## src/design/olad_pkg.sv

```systemverilog
package olad_pkg;

  localparam int CAPACITY = 16;

  localparam logic [1:0] ACT_APPEND = 2'd0;
  localparam logic [1:0] ACT_DELETE = 2'd1;
  localparam logic [1:0] ACT_DUMP   = 2'd2;

  localparam logic [1:0] ST_OK        = 2'd0;
  localparam logic [1:0] ST_EMPTY     = 2'd1;
  localparam logic [1:0] ST_NOT_FOUND = 2'd2;
  localparam logic [1:0] ST_FULL      = 2'd3;

  typedef struct packed {
    logic [1:0]         action;
    logic signed [31:0] data_value;
  } cmd_t;

  typedef struct packed {
    logic [1:0]         status;
    logic signed [31:0] entry_value;
    logic               entry_valid;
    logic               last;
  } result_t;

  typedef struct packed {
    logic append;
    logic del;
    logic rotate;
  } cell_ctrl_t;

endpackage

```

## src/design/ordered_list_append_delete.sv

```systemverilog
// channel  ports                  handshake
// cmd      cmd (action, value)    taken when start is high and busy is low
// result   result (status, entry) valid for one cycle while strobe is high
//
// append, delete and unused codes: one result in the cycle after the item is taken
// dump: one result per entry on consecutive cycles, busy high while the dump runs
// dump of an empty list: one result in the cycle after the item is taken
// the dump length is set by the entry count; the cell chain rotates, one entry a cycle
// rst is synchronous and empties the list; the receiver cannot stall results
module ordered_list_append_delete #(
  parameter int CAPACITY = olad_pkg::CAPACITY
) (
  input  logic              clk,
  input  logic              rst,
  input  logic              start,
  output logic              busy,
  input  olad_pkg::cmd_t    cmd,
  output logic              strobe,
  output olad_pkg::result_t result
);

  localparam int CNT_W = $clog2(CAPACITY + 1);

  typedef enum logic [1:0] {
    S_IDLE = 2'b01,
    S_DUMP = 2'b10
  } state_t;

  state_t               state, state_next;
  logic [CNT_W-1:0]     count, count_next;
  logic [CNT_W-1:0]     remaining, remaining_next;
  logic                 strobe_next;
  olad_pkg::result_t    result_next;
  olad_pkg::cell_ctrl_t ctrl;
  logic                 accept;
  logic                 full;

  logic signed [31:0]   value [CAPACITY];
  logic [CAPACITY-1:0]  occ;
  logic [CAPACITY:0]    found;

  assign accept      = start && !busy;
  assign busy        = state == S_DUMP;
  assign full        = count == CNT_W'(CAPACITY);
  assign ctrl.append = accept && (cmd.action == olad_pkg::ACT_APPEND) && !full;
  assign ctrl.del    = accept && (cmd.action == olad_pkg::ACT_DELETE);
  assign ctrl.rotate = state == S_DUMP;
  assign found[0]    = 1'b0;

  for (genvar i = 0; i < CAPACITY; i++) begin : g_cell
    logic signed [31:0] nbr_value;
    logic               nbr_occ;
    if (i == CAPACITY - 1) begin : g_tail
      assign nbr_value = '0;
      assign nbr_occ   = 1'b0;
    end else begin : g_mid
      assign nbr_value = value[i+1];
      assign nbr_occ   = occ[i+1];
    end
    olad_cell #(
      .INDEX (i),
      .CNT_W (CNT_W)
    ) u_cell (
      .clk        (clk),
      .ctrl       (ctrl),
      .count      (count),
      .key        (cmd.data_value),
      .nbr_value  (nbr_value),
      .nbr_occ    (nbr_occ),
      .head_value (value[0]),
      .found_in   (found[i]),
      .found_out  (found[i+1]),
      .occ        (occ[i]),
      .value      (value[i])
    );
  end

  always_comb begin
    state_next     = state;
    count_next     = count;
    remaining_next = remaining;
    strobe_next    = 1'b0;
    result_next    = '0;
    result_next.last = 1'b1;
    case (state)
      S_IDLE: begin
        if (accept) begin
          strobe_next = 1'b1;
          case (cmd.action)
            olad_pkg::ACT_APPEND: begin
              if (full) begin
                result_next.status = olad_pkg::ST_FULL;
              end else begin
                count_next = count + CNT_W'(1);
              end
            end
            olad_pkg::ACT_DELETE: begin
              if (count == '0) begin
                result_next.status = olad_pkg::ST_EMPTY;
              end else if (found[CAPACITY]) begin
                count_next = count - CNT_W'(1);
              end else begin
                result_next.status = olad_pkg::ST_NOT_FOUND;
              end
            end
            olad_pkg::ACT_DUMP: begin
              if (count != '0) begin
                strobe_next    = 1'b0;
                remaining_next = count;
                state_next     = S_DUMP;
              end
            end
            default: begin
            end
          endcase
        end
      end
      S_DUMP: begin
        strobe_next             = 1'b1;
        result_next.entry_value = value[0];
        result_next.entry_valid = 1'b1;
        result_next.last        = remaining == CNT_W'(1);
        remaining_next          = remaining - CNT_W'(1);
        if (remaining == CNT_W'(1)) begin
          state_next = S_IDLE;
        end
      end
      default: begin
        state_next = S_IDLE;
      end
    endcase
  end

  always_ff @(posedge clk) begin
    if (rst) begin
      state     <= S_IDLE;
      count     <= '0;
      remaining <= '0;
      strobe    <= 1'b0;
    end else begin
      state     <= state_next;
      count     <= count_next;
      remaining <= remaining_next;
      strobe    <= strobe_next;
    end
  end

  always_ff @(posedge clk) begin
    result <= result_next;
  end

  a_count_bound: assert property (@(posedge clk) disable iff (rst)
    count <= CNT_W'(CAPACITY))
    else $error("entry count above capacity");

  a_single_result: assert property (@(posedge clk) disable iff (rst)
    accept && (cmd.action != olad_pkg::ACT_DUMP) |=> strobe && result.last)
    else $error("missing result for append or delete");

  a_dump_stream: assert property (@(posedge clk) disable iff (rst)
    strobe && !result.last |=> strobe && result.entry_valid)
    else $error("dump stream broken");

  a_dump_remaining: assert property (@(posedge clk) disable iff (rst)
    busy |-> (remaining != '0) && (remaining <= count))
    else $error("dump counter out of range");

  a_count_hold: assert property (@(posedge clk) disable iff (rst)
    busy |=> $stable(count))
    else $error("list changed during dump");

endmodule

```

## src/design/olad_cell.sv

```systemverilog
module olad_cell #(
  parameter int INDEX = 0,
  parameter int CNT_W = 5
) (
  input  logic                      clk,
  input  olad_pkg::cell_ctrl_t      ctrl,
  input  logic [CNT_W-1:0]          count,
  input  logic signed [31:0]        key,
  input  logic signed [31:0]        nbr_value,
  input  logic                      nbr_occ,
  input  logic signed [31:0]        head_value,
  input  logic                      found_in,
  output logic                      found_out,
  output logic                      occ,
  output logic signed [31:0]        value
);

  logic match;

  assign occ       = count > CNT_W'(INDEX);
  assign match     = occ && (value == key);
  assign found_out = found_in || match;

  always_ff @(posedge clk) begin
    if (ctrl.append && (count == CNT_W'(INDEX))) begin
      value <= key;
    end else if (ctrl.del && found_out) begin
      value <= nbr_value;
    end else if (ctrl.rotate && occ) begin
      value <= nbr_occ ? nbr_value : head_value;
    end
  end

endmodule

```

## config.mk

```make
export PLATFORM = sky130hd
export DESIGN_NAME = ordered_list_append_delete
export DESIGN_NICKNAME = d
export VERILOG_FILES = /design/src/design/olad_pkg.sv /design/src/design/ordered_list_append_delete.sv /design/src/design/olad_cell.sv
export SDC_FILE = /design/constraint.sdc
export NUM_CORES = 2
export LEC_CHECK = 0
export BUFFER_PORTS_ARGS = -buffer_cell sky130_fd_sc_hd__buf_2
export CAP_MARGIN = 40
export CELL_PAD_IN_SITES_DETAIL_PLACEMENT = 2
export CELL_PAD_IN_SITES_GLOBAL_PLACEMENT = 2
export CORE_MARGIN = 2
export CORE_UTILIZATION = 38
export CTS_CLUSTER_DIAMETER = 40
export DETAILED_ROUTE_END_ITERATION = 8
export PLACE_DENSITY = 0.8
export SLEW_MARGIN = 25
export SYNTH_ARGS = -nofsm -noshare
export SYNTH_HDL_FRONTEND = slang
export SYNTH_HIERARCHICAL = 1
export SYNTH_SLANG_ARGS = --single-unit
```

## constraint.sdc

```tcl
create_clock -name clk -period 5.9 [get_ports clk]
set_input_delay 0.295 -clock clk [delete_from_list [all_inputs] [get_ports clk]]
set_output_delay 0.295 -clock clk [all_outputs]
set_load 0.05 [all_outputs]
```

; Word level (Yosys, flattened, before mapping)
; Index checks and enable logic that the tools add are counted.
; W data, S select, Z words.
[totals]
reg_bits = 561
latch_bits = 0
ramBits = 0
romBits = 0
input_bits = 37
out_inout_bits = 38
word_cells = 284
n_memories = 0
[op_classes]
n_addsub = 3
n_mul = 0
n_div = 0
magnitude_cmp = 16
eq_ne = 44
shift = 0
muxes = 85
bitwise = 0
n_reduce_logical = 112
[op_table]
columns = operator, count
row1 = $mux W32, 63
row2 = $eq A32 B32 Y1, 16
row3 = $logic_and A1 B1 Y1, 68
row4 = $reduce_bool A3 Y1, 17
row5 = $eq A5 B4 Y1 const B, 8
row6 = $gt A5 B4 Y1 const B, 8
row7 = $mux W5, 6
row8 = $eq A5 B3 Y1 const B, 4
row9 = $gt A5 B3 Y1 const B, 4
row10 = $pmux W5 S2, 2
row11 = $mux W2, 8
row12 = $logic_or A1 B1 Y1, 15
row13 = $eq A5 B1 Y1 const B, 2
row14 = $eq A5 B2 Y1 const B, 2
row15 = $gt A5 B1 Y1 const B, 2
row16 = $gt A5 B2 Y1 const B, 2
row17 = $sub A5 B1 Y5 const B, 2
row18 = $ne A2 B2 Y1 const B, 4
row19 = $pmux W2 S2, 2
row20 = $reduce_and A4 Y1, 2
row21 = $ne A2 B1 Y1 const B, 3
row22 = $reduce_and A6 Y1, 1
row23 = $add A5 B1 Y5 const B, 1
row24 = $eq A5 B5 Y1 const B, 1
row25 = other kinds (10), 17

; Longest topological paths before layout
[logic_depth]
word_depth = 20
ltp_mapped = 27
mapped_depth_nobuf = 27

; Modules after synthesis
; The synthesis kept the hierarchy.
[modules_own_cells]
columns = mod, n_inst, cells_each, area_per_inst_um2, seq_area_each_um2
row1 = olad_cell at g_cell[10].u_cell, 1, 236, 2506.2, 960.9
row2 = olad_cell at g_cell[7].u_cell, 1, 237, 2481.1, 960.9
row3 = olad_cell at g_cell[15].u_cell, 1, 231, 2457.4, 960.9
row4 = olad_cell at g_cell[3].u_cell, 1, 236, 2194.6, 960.9
row5 = olad_cell at g_cell[1].u_cell, 1, 235, 2192.1, 960.9
row6 = olad_cell at g_cell[9].u_cell, 1, 234, 2180.8, 960.9
row7 = olad_cell at g_cell[11].u_cell, 1, 236, 2172.1, 960.9
row8 = olad_cell at g_cell[5].u_cell, 1, 236, 2139.6, 960.9
row9 = olad_cell at g_cell[4].u_cell, 1, 237, 2138.3, 960.9
row10 = olad_cell at g_cell[14].u_cell, 1, 236, 2133.3, 960.9
row11 = olad_cell at g_cell[8].u_cell, 1, 192, 2080.7, 960.9
row12 = olad_cell at g_cell[2].u_cell, 1, 193, 2073.2, 960.9
row13 = olad_cell at g_cell[6].u_cell, 1, 192, 2065.7, 960.9
row14 = olad_cell at g_cell[12].u_cell, 1, 192, 2058.2, 960.9
row15 = +3 rows, -, -, -, -

; Worst setup path after synthesis
; Ideal clock, no wire load.
[synth_path]
path_type = flip-flop to flip-flop
startpoint = register state[0]
endpoint = register g_cell[11].u_cell.value[0] (enable)
setup_time_ns = 0.392
arrival_ns = 5.269
setup_slack_ns = 0.239
stages_incl_launch_ff = 9
n_path_buf = 1
period_less_slack_ns = 5.661
path_cell_list = dfxtp_1 > inv_1 > ha_1 > nand2b_1 > a2111oi_0 > nand2_1 > nor4_1 > clkbuf_1 > a221o_1
[synth_rtl]
columns = element, line_no
row1 = "start, declared", ordered_list_append_delete.sv:29  ; state_t state, state_next;
row2 = "start signal, assigned", ordered_list_append_delete.sv:141  ; state <= state_next;
row3 = "end signal, assigned", olad_cell.sv:26  ; value <= key;
row4 = "end signal, assigned", olad_cell.sv:28  ; value <= nbr_value;
row5 = "end signal, assigned", olad_cell.sv:30  ; value <= nbr_occ ? nbr_value : head_value;
row6 = "end, declared", olad_cell.sv:15  ; output logic signed [31:0] value

; Worst setup path in the final report
[layout_path]
startpoint = register g_cell[0].u_cell.value[1]
endpoint = register g_cell[15].u_cell.value[25] (enable)
[layout_via]
elab_chain_cells = 19
[layout_lines]
columns = element, line_no
row1 = "start, declared", olad_cell.sv:15
row2 = "start signal, assigned", olad_cell.sv:26
row3 = "start signal, assigned", olad_cell.sv:28
row4 = "start signal, assigned", olad_cell.sv:30
row5 = $eq A32 B32 Y1, olad_cell.sv:21  ; assign match = occ && (value == key);
row6 = $logic_and A1 B1 Y1, olad_cell.sv:21
row7 = named net found[1], ordered_list_append_delete.sv:40  ; logic [CAPACITY:0] found;
row8 = $logic_or A1 B1 Y1, olad_cell.sv:22  ; assign found_out = found_in || match;
row9 = named net found[2], ordered_list_append_delete.sv:40
row10 = $logic_or A1 B1 Y1, olad_cell.sv:22
row11 = named net found[3], ordered_list_append_delete.sv:40
row12 = $logic_or A1 B1 Y1, olad_cell.sv:22
row13 = named net found[4], ordered_list_append_delete.sv:40
row14 = (+1 left out), -
row15 = named net found[5], ordered_list_append_delete.sv:40
row16 = (+1 left out), -
row17 = named net found[6], ordered_list_append_delete.sv:40
row18 = (+1 left out), -
row19 = named net found[7], ordered_list_append_delete.sv:40
row20 = (+1 left out), -
row21 = named net found[8], ordered_list_append_delete.sv:40
row22 = (+1 left out), -
row23 = named net found[9], ordered_list_append_delete.sv:40
row24 = (+1 left out), -
row25 = named net found[10], ordered_list_append_delete.sv:40
row26 = (+1 left out), -
row27 = named net found[11], ordered_list_append_delete.sv:40
row28 = (+1 left out), -
row29 = named net found[12], ordered_list_append_delete.sv:40
row30 = (+1 left out), -
row31 = named net found[13], ordered_list_append_delete.sv:40
row32 = $logic_or A1 B1 Y1, olad_cell.sv:22
row33 = named net found[14], ordered_list_append_delete.sv:40
row34 = $logic_or A1 B1 Y1, olad_cell.sv:22
row35 = named net found[15], ordered_list_append_delete.sv:40
row36 = $logic_or A1 B1 Y1, olad_cell.sv:22
row37 = named net found[16], ordered_list_append_delete.sv:40
row38 = $logic_and A1 B1 Y1, olad_cell.sv:27  ; end else if (ctrl.del && found_out) begin
row39 = $reduce_bool A3 Y1 (no line), -
row40 = "end signal, assigned", olad_cell.sv:26
row41 = "end signal, assigned", olad_cell.sv:28
row42 = "end signal, assigned", olad_cell.sv:30
row43 = "end, declared", olad_cell.sv:15
; The timed path passes the listed nets, and every way through them passes these cells.
; A chain may end at the register's enable or synchronous reset.

==> flow_metrics.py <==
metrics = {
    "run_status": {
        "status": "finished, violations left",
        "failed_checks": "setup timing",
    },
    "power_and_ir_drop": {
        "p_seq_share_pct": 33.1,
        "p_sw_share_pct": 29.9,
        "clkPwrFrac_pct": 50.2,
        "powerDensity_nw_per_um2": 322,
        "power_leakage_uw": 0.0158,
        "p_int_uw": 9900,
        "comb_power_share_pct": 16.7,
        "irDropWorstVdd_mv": 0.259,
        "netSwitchingPower_uw": 4220,
        "finalPower_uw": 14100,
    },
    "routing": {
        "wl_per_cell_um": 36.8,
        "ant_nets": 0,
        "drt-total-wl_um": 194000,
        "vias": 35600,
        "drt_iter0_markers": 4345,
        "drc": 0,
        "first_pass_iters": 6,
        "vias_per_cell": 6.76,
    },
    "timing": {
        "drv_slew": 0,
        "fmax_ghz": 0.166,
        "setup_ws_ps": -117,
        "worst_pin_slew_ps": 923,
        "hold_violations": 0,
        "setup_tns_ps": -3200,
        "finalCriticalPeriod_ps": 6020,
        "period_share_pct": 102,
        "fin_skew_ps": 44.7,
        "final-setup-viol-count": 32,
        "relSlewSlack_pct": 38.2,
    },
    "cts": {
        "htreeDepth": 3,
        "path_clk_slew_ps": 50,
        "cts_tree": "built",
        "cts_root_buf": "clkbuf_16",
        "worstSkewPairLatency_ps": 720,
        "cts.sinks": 561,
        "cts-buffers-inserted": 117,
        "max-clock-path-buffers": 3,
    },
    "placed_design": {
        "dp_slack_ps": -25.2,
        "gp_congestion": 0.934,
        "hpwl_um": 118000,
        "placed_cells": 5029,
        "port_buffers": 74,
    },
    "logic_synthesis": {
        "yosysSeqAreaShare_pct": 44.4,
        "synth_ff_type": "edfxtp_1",
        "synth_compound_area_share_pct": 18.2,
        "synth_edf_count": 512,
        "synth_cell_types": 100,
        "syn_area_um2": 36900,
        "ys_ff_latch": 561,
        "postSynthCellCount": 3691,
        "yosys.area_share.simple_pct": 11.9,
        "synthXorXnorAreaFrac_pct": 11.6,
        "synth_area_per_cell_um2": 9.99,
        "synthMuxAreaShare_pct": 8.96,
        "synth_fa_ha_area_share_pct": 0.292,
        "yosysWarnings": 6,
        "async_flop_share_pct": 0,
        "synth_top_family_by_area": "compound AO/OA/AOI/OAI gates",
    },
    "critical_path": {
        "end_kind": "register",
        "path_max_fanout": 8,
        "criticalPathCategory": "reg2reg",
        "required_ps": 6370,
        "critPathLaunchType": "register",
        "arrival_ps": 6480,
    },
    "cells_and_area": {
        "seq_area_um2": 16400,
        "multi_input_area_um2": 19200,
        "fillers": 9969,
        "area_growth_syn_to_layout_pct": 18.7,
        "final_cell_mix": "512 x edfxtp_1, 466 x nor2_1, 453 x a21oi_1, 264 x xor2_1, 258 x mux2i_1",
        "nets": 3931,
        "fin_cells": 5269,
        "drive_gt1_share_pct": 17.1,
        "final_common_cell": "edfxtp_1",
    },
    "worst_hold_path": {
        "hp-class": "in2reg",
    },
    "floorplan": {
        "die_w_um": 315,
        "die_area_um2": 99500,
        "start_util_pct": 38.2,
        "io_pins": 75,
        "rows": 114,
        "fp.coreArea_um2": 96400,
        "die_y_um": 315,
    },
    "grt": {
        "grtUsageTotal_pct": 38.0,
        "grt_pass1_vias": 37800,
        "grt_pass1_wl_um": 275000,
        "grt.overflow.total": 0,
        "antenna_found_initial": 15,
        "grt_max_degree": 66,
    },
    "job": {
        "drv_cap": 0,
    },
}
[layout make-up]
cell class                      instances  share of cell area (%)
Timing Repair Buffer                  295                    5.36
Clock buffer                          141                    7.18
Tap cell                             1276                    3.65
Multi-Input combinational cell       2869                    43.9
Clock inverter                         79                    2.19
Inverter                               42                   0.360
Antenna cell                            6                  0.0343
Sequential cell                       561                    37.4
[what timing repair did]
action	4_1_cts	5_1_grt
setup endpoints to repair	68	95
cloned	1	2
buffers inserted	0	6
pin swaps	2	4
resized for setup	6	14
hold buffers	2	0
hold endpoints to repair	6	0
[flip-flops by register name, indices dropped and copies added, names as in the netlist]
register	count
state	2
strobe	1
result	36
g_cell.u_cell/value	512
count	5
remaining	5
[cell usage after synthesis, types with 5 or more instances]
| master | count | area share, % |
|---|---|---|
| a21bo_1 | 28 | 0.76 |
| o21ai_1 | 127 | 1.7 |
| buf_1 | 6 | 0.061 |
| nor2b_1 | 12 | 0.20 |
| buf_8 | 6 | 0.24 |
| a22oi_1 | 8 | 0.16 |
| mux2i_1 | 258 | 7.0 |
| nor2_1 | 469 | 4.8 |
| nor4_1 | 49 | 0.83 |
| buf_2 | 28 | 0.38 |
| clkbuf_8 | 9 | 0.34 |
| nor4_2 | 25 | 0.85 |
| a21o_1 | 13 | 0.26 |
| xnor2_1 | 223 | 5.3 |
| mux2_2 | 64 | 2.0 |
| xor2_1 | 267 | 6.3 |
| or3_1 | 7 | 0.12 |
| or2_2 | 5 | 0.085 |
| a21oi_1 | 460 | 6.2 |
| nand3_1 | 25 | 0.34 |
| dfxtp_1 | 49 | 2.7 |
| and2_1 | 33 | 0.56 |
| nand4_1 | 64 | 1.1 |
| nand2_1 | 106 | 1.1 |
| o21ai_0 | 165 | 2.2 |
| nand2b_1 | 15 | 0.25 |
| clkbuf_1 | 147 | 1.5 |
| a31o_2 | 9 | 0.21 |
| buf_6 | 52 | 1.6 |
| a221o_1 | 9 | 0.24 |
| a31oi_1 | 257 | 4.4 |
| nor3_1 | 17 | 0.23 |
| inv_1 | 37 | 0.38 |
| edfxtp_1 | 512 | 42 |
| ha_1 | 7 | 0.24 |
[layer usage]
layer | part of all wire (%) | routed length (um) | up-vias | global-route usage, %
li1 | - | - | 14100 | -
met1 | 36 | 69600 | 18000 | 44.9
met2 | 44 | 86200 | 2593 | 59.1
met3 | 10 | 19600 | 948 | 9.20
met4 | 9.6 | 18500 | 6 | 30.7
met5 | 0.021 | 41 | - | 0
[kinds of logic after synthesis]
| family | after synthesis |
|---|---|
| compound gates | 1135 |
| xor+xnor | 490 |
| fa+ha+maj | 8 |
| buf+inv | 295 |
| flops | 561 |
| mux | 322 |
| other cells | 1 |
| simple gates | 879 |
[per-stage QoR]
stage / instance area, um2 / hold WS, ps / utilization [%]
after floorplan: 37000 / 364 / -
after global placement: 39100 / 480 / 40.6
after detailed placement: 39400 / 492 / 40.8
after CTS: 43600 / 36.9 / 45.2
after global routing: 43800 / 58.4 / 45.4
final: 43800 / 60.8 / 45.4
[power by group through the flow]
stage	Sequential (uW)	Combinational, uW	Clock [uW]
2_1_floorplan	4780	1140	0
3_3_place_gp	4730	2010	0
3_5_place_dp	4740	2140	0
4_1_cts	4670	2230	7110
5_1_grt	4680	2420	7250
6_report	4680	2360	7080
[worst max-delay path, cell delays in order (launching register included)]
cell,delay [ps]
edfxtp_1,430
xnor2_1,180
nand4_1,180
nor3_2,140
a31o_2,290
a31o_2,260
inv_1,120
o31ai_2,120
a31o_2,260
inv_1,90
o41ai_2,130
a31o_2,270
or2_2,310
inv_1,60
o41ai_1,140
a31o_2,280
a41o_1,220
inv_1,100
o31ai_2,130
a31o_2,280
a31o_2,250
or2_2,360
or2_4,300
nand2b_4,170
a221o_2,460
clkbuf_16,210
[path summary, 6_finish.rpt]
| kind | start | to | slack, ps | cells after the start |
|---|---|---|---|---|
| hold reg to reg | remaining[1]$_SDFFE_PP0P_ | remaining[1]$_SDFFE_PP0P_ | 500 | 2 |
| hold / removal | cmd[32] | result[34]$_SDFF_PN0_ | 60 | 3 |
| setup / recovery | g_cell[0].u_cell/value[1]$_DFFE_PP_ | g_cell[15].u_cell/value[25]$_DFFE_PP_ | -120 | 25 |
| setup reg to reg | g_cell[0].u_cell/value[1]$_DFFE_PP_ | g_cell[15].u_cell/value[25]$_DFFE_PP_ | -120 | 25 |
(Power assumes the default switching activity.)
